--- config.mk ---
export PLATFORM = sky130hd
export DESIGN_NAME = buffer_pool_frame_cache_unit_flat
export DESIGN_NICKNAME = d
export VERILOG_FILES = /design/src/hw/rtl/bpfc_pkg.sv /design/src/hw/rtl/bpfc_if.sv /design/src/hw/rtl/buffer_pool_frame_cache_unit.sv /design/src/hw/rtl/bpfc_ram.sv /design/src/hw/rtl/bpfc_datapath.sv /design/src/hw/rtl/bpfc_ctrl.sv /design/src/flat_wrapper.sv
export SDC_FILE = /design/constraint.sdc
export NUM_CORES = 1
export LEC_CHECK = 0
export CAP_MARGIN = 5
export CORE_MARGIN = 1
export CORE_UTILIZATION = 50
export CTS_CLUSTER_SIZE = 40
export DETAILED_ROUTE_END_ITERATION = 7
export DONT_BUFFER_PORTS = 1
export PLACE_DENSITY = 0.72
export SYNTH_ARGS = -nofsm -noshare
export SYNTH_HDL_FRONTEND = slang
export SYNTH_HIERARCHICAL = 1
export SYNTH_SLANG_ARGS = --single-unit
--- constraint.sdc ---
create_clock -name i_clk -period 19.65 [get_ports i_clk]
set_clock_uncertainty 0.2 [all_clocks]
set_input_delay 1.965 -clock i_clk [delete_from_list [all_inputs] [get_ports i_clk]]
set_output_delay 1.965 -clock i_clk [all_outputs]
set_load 0.1 [all_outputs]
--- src/hw/rtl/bpfc_pkg.sv ---
// Package for the buffer pool frame cache: action and status codes, request and result types.
// No dependencies.
package bpfc_pkg;
    typedef enum logic [1:0] {
        ACT_ACCESS  = 2'd0,
        ACT_RELEASE = 2'd1,
        ACT_DIRTY   = 2'd2,
        ACT_FLUSH   = 2'd3
    } t_action;

    localparam logic [2:0] ST_HIT  = 3'd0;
    localparam logic [2:0] ST_MISS = 3'd1;
    localparam logic [2:0] ST_FULL = 3'd2;
    localparam logic [2:0] ST_OOB  = 3'd3;
    localparam logic [2:0] ST_DONE = 3'd4;

    typedef struct packed {
        logic [2:0]  status;
        logic [3:0]  frame_index;
        logic        writeback;
        logic [31:0] writeback_page;
        logic        load_needed;
        logic        last;
    } t_result;

    typedef struct packed {
        logic [1:0]  action;
        logic [31:0] page_number;
        logic [3:0]  frame_select;
        logic [31:0] file_pages;
    } t_request;
endpackage

--- src/hw/rtl/bpfc_if.sv ---
// Valid/ready channel interfaces for requests and results.
// Depends on bpfc_pkg.
interface bpfc_req_if import bpfc_pkg::*; ();
    logic     valid;
    logic     ready;
    t_request data;
    modport source (output valid, output data, input ready);
    modport sink (input valid, input data, output ready);
endinterface

interface bpfc_res_if import bpfc_pkg::*; ();
    logic    valid;
    logic    ready;
    t_result data;
    modport source (output valid, output data, input ready);
    modport sink (input valid, input data, output ready);
endinterface

--- src/hw/rtl/buffer_pool_frame_cache_unit.sv ---
// Top level of the buffer pool frame cache: controller plus directory datapath.
// Depends on bpfc_pkg, bpfc_if, bpfc_ctrl and bpfc_datapath.
//
//   channel   dir   contents
//   req       in    action, page_number, frame_select, file_pages
//   res       out   status, frame_index, writeback, writeback_page, load_needed, last
//
// A hit scans the directory frame by frame, each frame read from the page RAM and then
// compared; a miss adds a victim search over up to FRAMES frames in replacement order.
// Flush visits frames up to the last dirty one (all frames when none is dirty) and
// can stall on each result. A new item waits until the previous result is taken.
// Reset is synchronous; the page store needs no clearing pass.
module buffer_pool_frame_cache_unit import bpfc_pkg::*; #(
    parameter int FRAMES    = 16,
    parameter int PAGE_BITS = 32
) (
    input  logic       i_clk,
    input  logic       i_rst_n,
    bpfc_req_if.sink   req,
    bpfc_res_if.source res
);
    localparam int IW = $clog2(FRAMES);

    logic [IW-1:0]        w_scan, w_ord_frame, w_sel, w_raddr;
    logic                 w_scan_end, w_cur_valid, w_cur_dirty, w_ord_free;
    logic                 w_ord_wb, w_more;
    logic                 w_clr, w_inc, w_hit, w_miss, w_rel, w_dirty, w_clean;
    logic [PAGE_BITS-1:0] w_rdata, w_page;

    bpfc_ctrl #(.FRAMES(FRAMES), .PAGE_BITS(PAGE_BITS)) u_ctrl (
        .i_clk(i_clk), .i_rst_n(i_rst_n), .req(req), .res(res),
        .i_scan(w_scan), .i_scan_end(w_scan_end), .i_cur_valid(w_cur_valid),
        .i_cur_dirty(w_cur_dirty), .i_ord_free(w_ord_free), .i_ord_wb(w_ord_wb),
        .i_more(w_more), .i_ord_frame(w_ord_frame), .i_rdata(w_rdata), .o_page(w_page),
        .o_sel(w_sel), .o_scan_clr(w_clr), .o_scan_inc(w_inc), .o_op_hit(w_hit),
        .o_op_miss(w_miss), .o_op_rel(w_rel), .o_op_dirty(w_dirty),
        .o_op_clean(w_clean), .o_raddr(w_raddr)
    );

    bpfc_datapath #(.FRAMES(FRAMES), .PAGE_BITS(PAGE_BITS)) u_dp (
        .i_clk(i_clk), .i_rst_n(i_rst_n), .i_sel(w_sel),
        .i_page(w_page), .i_scan_clr(w_clr), .i_scan_inc(w_inc),
        .i_op_hit(w_hit), .i_op_miss(w_miss), .i_op_rel(w_rel),
        .i_op_dirty(w_dirty), .i_op_clean(w_clean), .i_raddr(w_raddr),
        .o_scan(w_scan), .o_scan_end(w_scan_end), .o_cur_valid(w_cur_valid),
        .o_cur_dirty(w_cur_dirty), .o_ord_free(w_ord_free), .o_ord_wb(w_ord_wb),
        .o_more(w_more), .o_ord_frame(w_ord_frame), .o_rdata(w_rdata)
    );

    a_one_op: assert property (@(posedge i_clk) disable iff (!i_rst_n)
        $onehot0({w_hit, w_miss, w_rel, w_dirty, w_clean}))
        else $error("several directory updates in one cycle");
    a_no_accept_busy: assert property (@(posedge i_clk) disable iff (!i_rst_n)
        w_miss |-> !req.ready)
        else $error("request taken during a remap");
    a_res_hold: assert property (@(posedge i_clk) disable iff (!i_rst_n)
        res.valid && !res.ready |=> res.valid)
        else $error("result dropped while stalled");
endmodule

--- src/hw/rtl/bpfc_ram.sv ---
// Generic single write port RAM with one registered read port.
// No dependencies.
module bpfc_ram #(
    parameter int WIDTH = 32,
    parameter int DEPTH = 16
) (
    input  logic                     i_clk,
    input  logic                     i_we,
    input  logic [$clog2(DEPTH)-1:0] i_waddr,
    input  logic [WIDTH-1:0]         i_wdata,
    input  logic [$clog2(DEPTH)-1:0] i_raddr,
    output logic [WIDTH-1:0]         o_rdata
);
    logic [WIDTH-1:0] r_mem [DEPTH];
    logic [WIDTH-1:0] r_rdata;

    always_ff @(posedge i_clk) begin
        if (i_we) begin
            r_mem[i_waddr] <= i_wdata;
        end
        r_rdata <= r_mem[i_raddr];
    end

    assign o_rdata = r_rdata;
endmodule

--- src/hw/rtl/bpfc_datapath.sv ---
// Frame directory datapath: per-frame flags, pin counts, replacement order,
// page RAM and the scan pointer. Depends on bpfc_pkg and bpfc_ram.
module bpfc_datapath import bpfc_pkg::*; #(
    parameter int FRAMES    = 16,
    parameter int PAGE_BITS = 32
) (
    input  logic                      i_clk,
    input  logic                      i_rst_n,
    input  logic [$clog2(FRAMES)-1:0] i_sel,
    input  logic [PAGE_BITS-1:0]      i_page,
    input  logic                      i_scan_clr,
    input  logic                      i_scan_inc,
    input  logic                      i_op_hit,
    input  logic                      i_op_miss,
    input  logic                      i_op_rel,
    input  logic                      i_op_dirty,
    input  logic                      i_op_clean,
    input  logic [$clog2(FRAMES)-1:0] i_raddr,
    output logic [$clog2(FRAMES)-1:0] o_scan,
    output logic                      o_scan_end,
    output logic                      o_cur_valid,
    output logic                      o_cur_dirty,
    output logic                      o_ord_free,
    output logic                      o_ord_wb,
    output logic                      o_more,
    output logic [$clog2(FRAMES)-1:0] o_ord_frame,
    output logic [PAGE_BITS-1:0]      o_rdata
);
    localparam int IW = $clog2(FRAMES);
    localparam logic [IW-1:0] LASTI = IW'(FRAMES - 1);

    logic [IW-1:0]     r_scan;
    logic              r_valid [FRAMES];
    logic              r_dirty [FRAMES];
    logic              r_refd  [FRAMES];
    logic [7:0]        r_pins  [FRAMES];
    logic [IW-1:0]     r_order [FRAMES];
    logic [IW-1:0]     w_f;
    logic [FRAMES-1:0] w_after;

    assign o_scan      = r_scan;
    assign o_scan_end  = (r_scan == LASTI);
    assign o_cur_valid = r_valid[r_scan];
    assign o_cur_dirty = r_dirty[r_scan];
    assign w_f         = r_order[r_scan];
    assign o_ord_frame = w_f;
    assign o_ord_free  = (r_pins[w_f] == 8'd0);
    assign o_ord_wb    = r_valid[w_f] && r_dirty[w_f];
    assign o_more      = |w_after;

    always_comb begin
        for (int i = 0; i < FRAMES; i++) begin
            w_after[i] = r_valid[i] && r_dirty[i] && (IW'(i) > r_scan);
        end
    end

    always_ff @(posedge i_clk) begin
        if (!i_rst_n) begin
            r_scan <= '0;
            for (int i = 0; i < FRAMES; i++) begin
                r_valid[i] <= 1'b0;
                r_dirty[i] <= 1'b0;
                r_refd[i]  <= 1'b0;
                r_pins[i]  <= 8'd0;
                r_order[i] <= IW'(FRAMES - 1 - i);
            end
        end else begin
            if (i_scan_clr) begin
                r_scan <= '0;
            end else if (i_scan_inc) begin
                r_scan <= r_scan + 1'b1;
            end
            if (i_op_hit) begin
                r_refd[r_scan] <= 1'b1;
                if (r_pins[r_scan] != 8'hFF) begin
                    r_pins[r_scan] <= r_pins[r_scan] + 8'd1;
                end
            end
            if (i_op_miss) begin
                r_valid[w_f] <= 1'b1;
                r_dirty[w_f] <= 1'b0;
                r_refd[w_f]  <= 1'b0;
                r_pins[w_f]  <= 8'd1;
                for (int i = 0; i < FRAMES - 1; i++) begin
                    if (IW'(i) >= r_scan) begin
                        r_order[i] <= r_order[i + 1];
                    end
                end
                r_order[FRAMES - 1] <= w_f;
            end
            if (i_op_rel && r_pins[i_sel] != 8'd0) begin
                r_pins[i_sel] <= r_pins[i_sel] - 8'd1;
            end
            if (i_op_dirty && r_valid[i_sel]) begin
                r_dirty[i_sel] <= 1'b1;
            end
            if (i_op_clean) begin
                r_dirty[r_scan] <= 1'b0;
            end
        end
    end

    bpfc_ram #(.WIDTH(PAGE_BITS), .DEPTH(FRAMES)) u_pages (
        .i_clk   (i_clk),
        .i_we    (i_op_miss),
        .i_waddr (w_f),
        .i_wdata (i_page),
        .i_raddr (i_raddr),
        .o_rdata (o_rdata)
    );
endmodule

--- src/hw/rtl/bpfc_ctrl.sv ---
// Sequencer for the frame directory: lookup scan, victim search, flush scan,
// release and dirty updates and result handoff. Depends on bpfc_pkg and drives bpfc_datapath.
module bpfc_ctrl import bpfc_pkg::*; #(
    parameter int FRAMES    = 16,
    parameter int PAGE_BITS = 32
) (
    input  logic                      i_clk,
    input  logic                      i_rst_n,
    bpfc_req_if.sink                  req,
    bpfc_res_if.source                res,
    input  logic [$clog2(FRAMES)-1:0] i_scan,
    input  logic                      i_scan_end,
    input  logic                      i_cur_valid,
    input  logic                      i_cur_dirty,
    input  logic                      i_ord_free,
    input  logic                      i_ord_wb,
    input  logic                      i_more,
    input  logic [$clog2(FRAMES)-1:0] i_ord_frame,
    input  logic [PAGE_BITS-1:0]      i_rdata,
    output logic [PAGE_BITS-1:0]      o_page,
    output logic [$clog2(FRAMES)-1:0] o_sel,
    output logic                      o_scan_clr,
    output logic                      o_scan_inc,
    output logic                      o_op_hit,
    output logic                      o_op_miss,
    output logic                      o_op_rel,
    output logic                      o_op_dirty,
    output logic                      o_op_clean,
    output logic [$clog2(FRAMES)-1:0] o_raddr
);
    localparam int IW = $clog2(FRAMES);

    typedef enum logic [3:0] {
        S_IDLE, S_LOOK, S_LCMP, S_VICT, S_VRD, S_VOUT, S_FLSH, S_FRD, S_FOUT, S_OUT
    } t_state;

    t_state         r_state;
    t_request       r_req;
    t_result        r_res;
    logic           r_rvalid;
    logic           r_any;
    logic [IW-1:0]  r_frame;
    logic           r_wb;
    logic [PAGE_BITS-1:0] w_page;
    logic           w_sel_ok;

    assign w_page   = PAGE_BITS'(r_req.page_number);
    assign o_page   = w_page;
    assign o_sel    = IW'(r_req.frame_select);
    assign w_sel_ok = ({28'd0, r_req.frame_select} < 32'(FRAMES));
    assign req.ready = (r_state == S_IDLE) && !r_rvalid;
    assign res.valid = r_rvalid;
    assign res.data  = r_res;

    always_comb begin
        o_scan_clr = 1'b0;
        o_scan_inc = 1'b0;
        o_op_hit   = 1'b0;
        o_op_miss  = 1'b0;
        o_op_rel   = 1'b0;
        o_op_dirty = 1'b0;
        o_op_clean = 1'b0;
        o_raddr    = i_scan;
        unique case (r_state)
            S_IDLE: o_scan_clr = 1'b1;
            S_LCMP: begin
                if (i_cur_valid && i_rdata == w_page) begin
                    o_op_hit = 1'b1;
                end else if (i_scan_end) begin
                    o_scan_clr = 1'b1;
                end else begin
                    o_scan_inc = 1'b1;
                end
            end
            S_VICT: begin
                o_raddr = i_ord_frame;
                if (i_ord_free) begin
                    o_op_miss = 1'b0;
                end else if (!i_scan_end) begin
                    o_scan_inc = 1'b1;
                end
            end
            S_VRD: begin
                o_raddr   = i_ord_frame;
                o_op_miss = 1'b1;
            end
            S_OUT: begin
                o_op_rel   = (r_req.action == ACT_RELEASE) && w_sel_ok;
                o_op_dirty = (r_req.action == ACT_DIRTY) && w_sel_ok;
            end
            S_FRD: o_op_clean = 1'b1;
            S_FOUT: begin
                if ((!r_rvalid || res.ready) && i_more) begin
                    o_scan_inc = 1'b1;
                end
            end
            S_FLSH: begin
                if (!(i_cur_valid && i_cur_dirty) && !i_scan_end) begin
                    o_scan_inc = 1'b1;
                end
            end
            default: ;
        endcase
    end

    always_ff @(posedge i_clk) begin
        if (!i_rst_n) begin
            r_state  <= S_IDLE;
            r_rvalid <= 1'b0;
            r_any    <= 1'b0;
        end else begin
            if (r_rvalid && res.ready) begin
                r_rvalid <= 1'b0;
            end
            unique case (r_state)
                S_IDLE: begin
                    if (req.valid && req.ready) begin
                        r_req <= req.data;
                        r_any <= 1'b0;
                        unique case (t_action'(req.data.action))
                            ACT_ACCESS: begin
                                if (req.data.page_number >= req.data.file_pages) begin
                                    r_res    <= '{ST_OOB, 4'd0, 1'b0, 32'd0, 1'b0, 1'b1};
                                    r_rvalid <= 1'b1;
                                end else begin
                                    r_state <= S_LOOK;
                                end
                            end
                            ACT_FLUSH: r_state <= S_FLSH;
                            default:   r_state <= S_OUT;
                        endcase
                    end
                end
                S_LOOK: r_state <= S_LCMP;
                S_LCMP: begin
                    if (i_cur_valid && i_rdata == w_page) begin
                        r_res    <= '{ST_HIT, 4'(i_scan), 1'b0, 32'd0, 1'b0, 1'b1};
                        r_rvalid <= 1'b1;
                        r_state  <= S_IDLE;
                    end else if (i_scan_end) begin
                        r_state <= S_VICT;
                    end else begin
                        r_state <= S_LOOK;
                    end
                end
                S_VICT: begin
                    if (i_ord_free) begin
                        r_frame <= i_ord_frame;
                        r_wb    <= i_ord_wb;
                        r_state <= S_VRD;
                    end else if (i_scan_end) begin
                        r_res    <= '{ST_FULL, 4'd0, 1'b0, 32'd0, 1'b0, 1'b1};
                        r_rvalid <= 1'b1;
                        r_state  <= S_IDLE;
                    end
                end
                S_VRD: begin
                    r_state <= S_VOUT;
                end
                S_VOUT: begin
                    r_res    <= '{ST_MISS, 4'(r_frame), r_wb,
                                  r_wb ? 32'(i_rdata) : 32'd0, 1'b1, 1'b1};
                    r_rvalid <= 1'b1;
                    r_state  <= S_IDLE;
                end
                S_OUT: begin
                    r_res    <= '{ST_DONE, r_req.frame_select, 1'b0, 32'd0, 1'b0, 1'b1};
                    r_rvalid <= 1'b1;
                    r_state  <= S_IDLE;
                end
                S_FLSH: begin
                    if (i_cur_valid && i_cur_dirty) begin
                        r_state <= S_FRD;
                    end else if (i_scan_end) begin
                        if (!r_any) begin
                            r_res    <= '{ST_DONE, 4'd0, 1'b0, 32'd0, 1'b0, 1'b1};
                            r_rvalid <= 1'b1;
                        end
                        r_state <= S_IDLE;
                    end
                end
                S_FRD: r_state <= S_FOUT;
                S_FOUT: begin
                    if (!r_rvalid || res.ready) begin
                        r_res    <= '{ST_DONE, 4'(i_scan), 1'b1, 32'(i_rdata), 1'b0,
                                      !i_more};
                        r_rvalid <= 1'b1;
                        r_any    <= 1'b1;
                        r_state  <= i_more ? S_FLSH : S_IDLE;
                    end
                end
                default: r_state <= S_IDLE;
            endcase
        end
    end
endmodule

--- src/flat_wrapper.sv ---
// flat-port wrapper written by rule: the top's interface ports become plain ports
module buffer_pool_frame_cache_unit_flat import bpfc_pkg::*;
#(
    parameter int FRAMES    = 16,
    parameter int PAGE_BITS = 32
)
  (i_clk, i_rst_n, req_valid, req_data, req_ready, res_valid, res_data, res_ready);
  bpfc_req_if req_i ();
  bpfc_res_if res_i ();
  input  logic i_clk;
  input  logic i_rst_n;
  input wire logic [$bits(req_i.valid)-1:0] req_valid;
  input wire logic [$bits(req_i.data)-1:0] req_data;
  output wire logic [$bits(req_i.ready)-1:0] req_ready;
  output wire logic [$bits(res_i.valid)-1:0] res_valid;
  output wire logic [$bits(res_i.data)-1:0] res_data;
  input wire logic [$bits(res_i.ready)-1:0] res_ready;
  assign req_i.valid = req_valid;
  assign req_i.data = req_data;
  assign req_ready = req_i.ready;
  assign res_valid = res_i.valid;
  assign res_data = res_i.data;
  assign res_i.ready = res_ready;
  buffer_pool_frame_cache_unit #(.FRAMES(FRAMES), .PAGE_BITS(PAGE_BITS)) u_core (.i_clk(i_clk), .i_rst_n(i_rst_n), .req(req_i), .res(res_i));
endmodule
==> metrics.yaml <==
fillCellCount: 5910
clock_latency_ns: 0.67
most-common-layout-cells: "edfxtp_1, mux4_2, nand2_1"
crit_arrival_ns: 7.13
finalPower_w: 0.00511
grt_pass1_vias: 23500
synth_nets: 2587
path_clk_slew_ns: 0.06
use_met2_pct: 44.4
power_leakage_nw: 13.5
maxCapViolCount: 0
grt_antenna_before_repair: 2
via_per_inst: 6.71
crit_required_ns: 19.76
setup_tns_ns: 0
max_stage_delay_ns: 0.88
cp-end-kind: "flop"
ys.flop_type: "edfxtp_1"
rows: 101
hold_viol_final: 0
grt_max_degree: 129
firstDrtPassIters: 6
ir_worst_vdd_mv: 0.113
setup_violations: 0
crit_chain: "buf_4 > mux4_1 > mux2_2 > o221ai_2 > inv_1 > nor2_1 > a31oi_1 > o2111ai_1 > a21oi_1 > nor3b_1 > o21ai_0 > a21oi_1 > o2111ai_1 > a221oi_4 > buf_4"
fin_nets: 2516
syn_inst: 2470
cts_setup_buffers: 0
critical_path_class: "flop to flop"
wirelength_mm: 106
crit_end: "u_core/u_ctrl/res.data[27]"
ff2ff_path_depth: 15
grtUsageMet1_pct: 35.5
fin_crit_sh_pct: 35.7
gp_congestion: 0.958
critPathMaxFanout: 30
drcViolationCount: 0
top_usage_layer: "met2"
io_pins: 118
post_dp_cell_area_um2: 39400
layout_commonest_cell: "edfxtp_1"
fp.dieArea_um2: 78600
clockRootBuffer: "clkbuf_16"
start_util_pct: 50.7
rsz0062_at_grt: "no"
numCtsBuffers: 86
grtUsageTotal_pct: 26.8
period_needed_ns: 7.02
htreeDepth: 3
gr-usage-met3_pct: 4.99
n_antenna_cell: 0
drive_above_1_share_pct: 18.8
cpMaxStageDelayCell: "a221oi_4"
grt.overflow.total: 0
core_um2: 76300
die_x_um: 280
ys_async_sr_fraction_pct: 0
clock-sinks: 867
wl_per_cell_um: 30.2
die_h_um: 280
slew_headroom_pct: 14.7
cts_resized: 0
worst_pin_slew_ns: 1.28
synth.distinct_cells: 78
design_area_um2: 42300
worst_hold_path_type: "flop to flop"
avgSynthCellArea_um2: 15.7
clock_path_buffers: 3
reg2reg_slack_ns: 12.63
dr_total_vias: 23500
syn-cell-area_um2: 38700
hpwl_mm: 65.0
ys_ff_latch: 867
cts_tree: "yes"
ant_nets: 0
synth_edf_count: 789
max_freq_ghz: 0.142
port-buffer-count: 0
drt_iter0_drc: 3220
yosysSeqAreaShare_pct: 65.2
areaGrowthSynthToFinish_pct: 9.32
power_density_nw_per_um2: 121
outcome: "finished, final reports clean"
maxSlewViolCount: 0
ctsHoldBuffers: 0
grt_pass1_wl_mm: 154
synth_warnings: 6
rr_endpoint: "u_core/u_ctrl/res.data[27]"
cp-start-kind: "flop"
## power breakdown
part           leakage, nW  internal [W]  switching [W]  total (W)
registers             7.93       0.00219       0.000260    0.00245
logic                 4.17      0.000391       0.000597   0.000988
clock network         1.39      0.000953       0.000720    0.00167
total                 13.5       0.00353        0.00158    0.00511
## Yosys cell counts, drive strengths merged (38+ instances only)
library cell | number | area [um2]
o21ai | 38 | 190
clkbuf | 64 | 240
nand2 | 173 | 657
nand3 | 62 | 320
inv | 55 | 206
a21oi | 40 | 200
dfxtp | 78 | 1560
buf | 132 | 863
xnor2 | 41 | 359
o22ai | 102 | 638
nand4 | 41 | 257
nor2 | 101 | 382
mux4 | 221 | 4990
edfxtp | 789 | 23700
nor2b | 52 | 325
a22oi | 106 | 796
ha | 43 | 538
## routing by layer
metal | vias to the layer above | part of all wire (%)
met3 | 240 | 10
met1 | 12000 | 37
met5 | - | 0.012
met4 | 2 | 3.5
li1 | 9707 | -
met2 | 1568 | 49
## per-stage QoR
step                hold WS (ns)  instances  setup WS, ns  util [%]
floorplan                  0.251       2470         12.74         -
global placement           0.266       3341         12.84      51.7
detailed placement         0.269       3341         12.69      51.7
CTS                        0.286       3501         12.68      55.5
global route               0.310       3501         12.30      55.5
finish                     0.287       3501         12.63      55.5
## critical path: cells and delay by family, from the launching register on
family	cells	cell delay, ns
and+or+nand+nor	2	0.54
AOI/OAI and AO/OA	8	2.64
muxes	2	0.95
DFF	1	0.72
buffers and inverters	3	1.51
## cell type report
type                            count  area [um2]  area share (%)
Inverter                           56         210           0.497
Clock buffer                      107        2280            5.39
Timing Repair Buffer               37         278           0.656
Tap cell                         1030        1290            3.04
Clock inverter                     53         611            1.44
Sequential cell                   867       25300            59.7
Multi-Input combinational cell   1351       12400            29.3
## registers in the layout, summed over array words and instances, names as in the netlist, 16 cells and up, named ones only
signal,cells
u_core/u_dp/r_order,64
u_core/u_dp/u_pages/r_mem,512
u_core/u_dp/r_dirty,16
u_core/u_dp/r_valid,16
u_core/u_dp/r_pins,128
u_core/u_dp/u_pages/o_rdata,32
u_core/u_ctrl/res.data,42
u_core/u_ctrl/o_page,32
## worst min path at each step
| stage | start | endpoint | slack [ns] | cells past startpoint |
|---|---|---|---|---|
| after global routing | u_core/u_dp/r_valid[10] | u_core/u_dp/r_valid[10] | 0.31 | 2 |
| after floorplan | u_core/u_dp/r_valid[2] | u_core/u_dp/r_valid[2] | 0.25 | 2 |
| final | u_core/u_dp/r_valid[8] | u_core/u_dp/r_valid[8] | 0.29 | 2 |
| after CTS | u_core/u_dp/r_valid[8] | u_core/u_dp/r_valid[8] | 0.29 | 2 |
| after global placement | u_core/u_dp/r_valid[13] | u_core/u_dp/r_valid[13] | 0.27 | 2 |
| after detailed placement | u_core/u_dp/r_valid[8] | u_core/u_dp/r_valid[8] | 0.27 | 2 |
## cells by family (layout without fill, tap and decap cells)
group	count (synthesis)	count (layout)	synth area share, %
buf+inv	252	253	3.39
compound gates	397	397	7.06
simple gates	614	614	8.19
xor+xnor	48	48	1.09
flops	867	867	65.2
mux	247	247	13.6
fa+ha+maj	45	45	1.44
(Power assumes the default switching activity.)
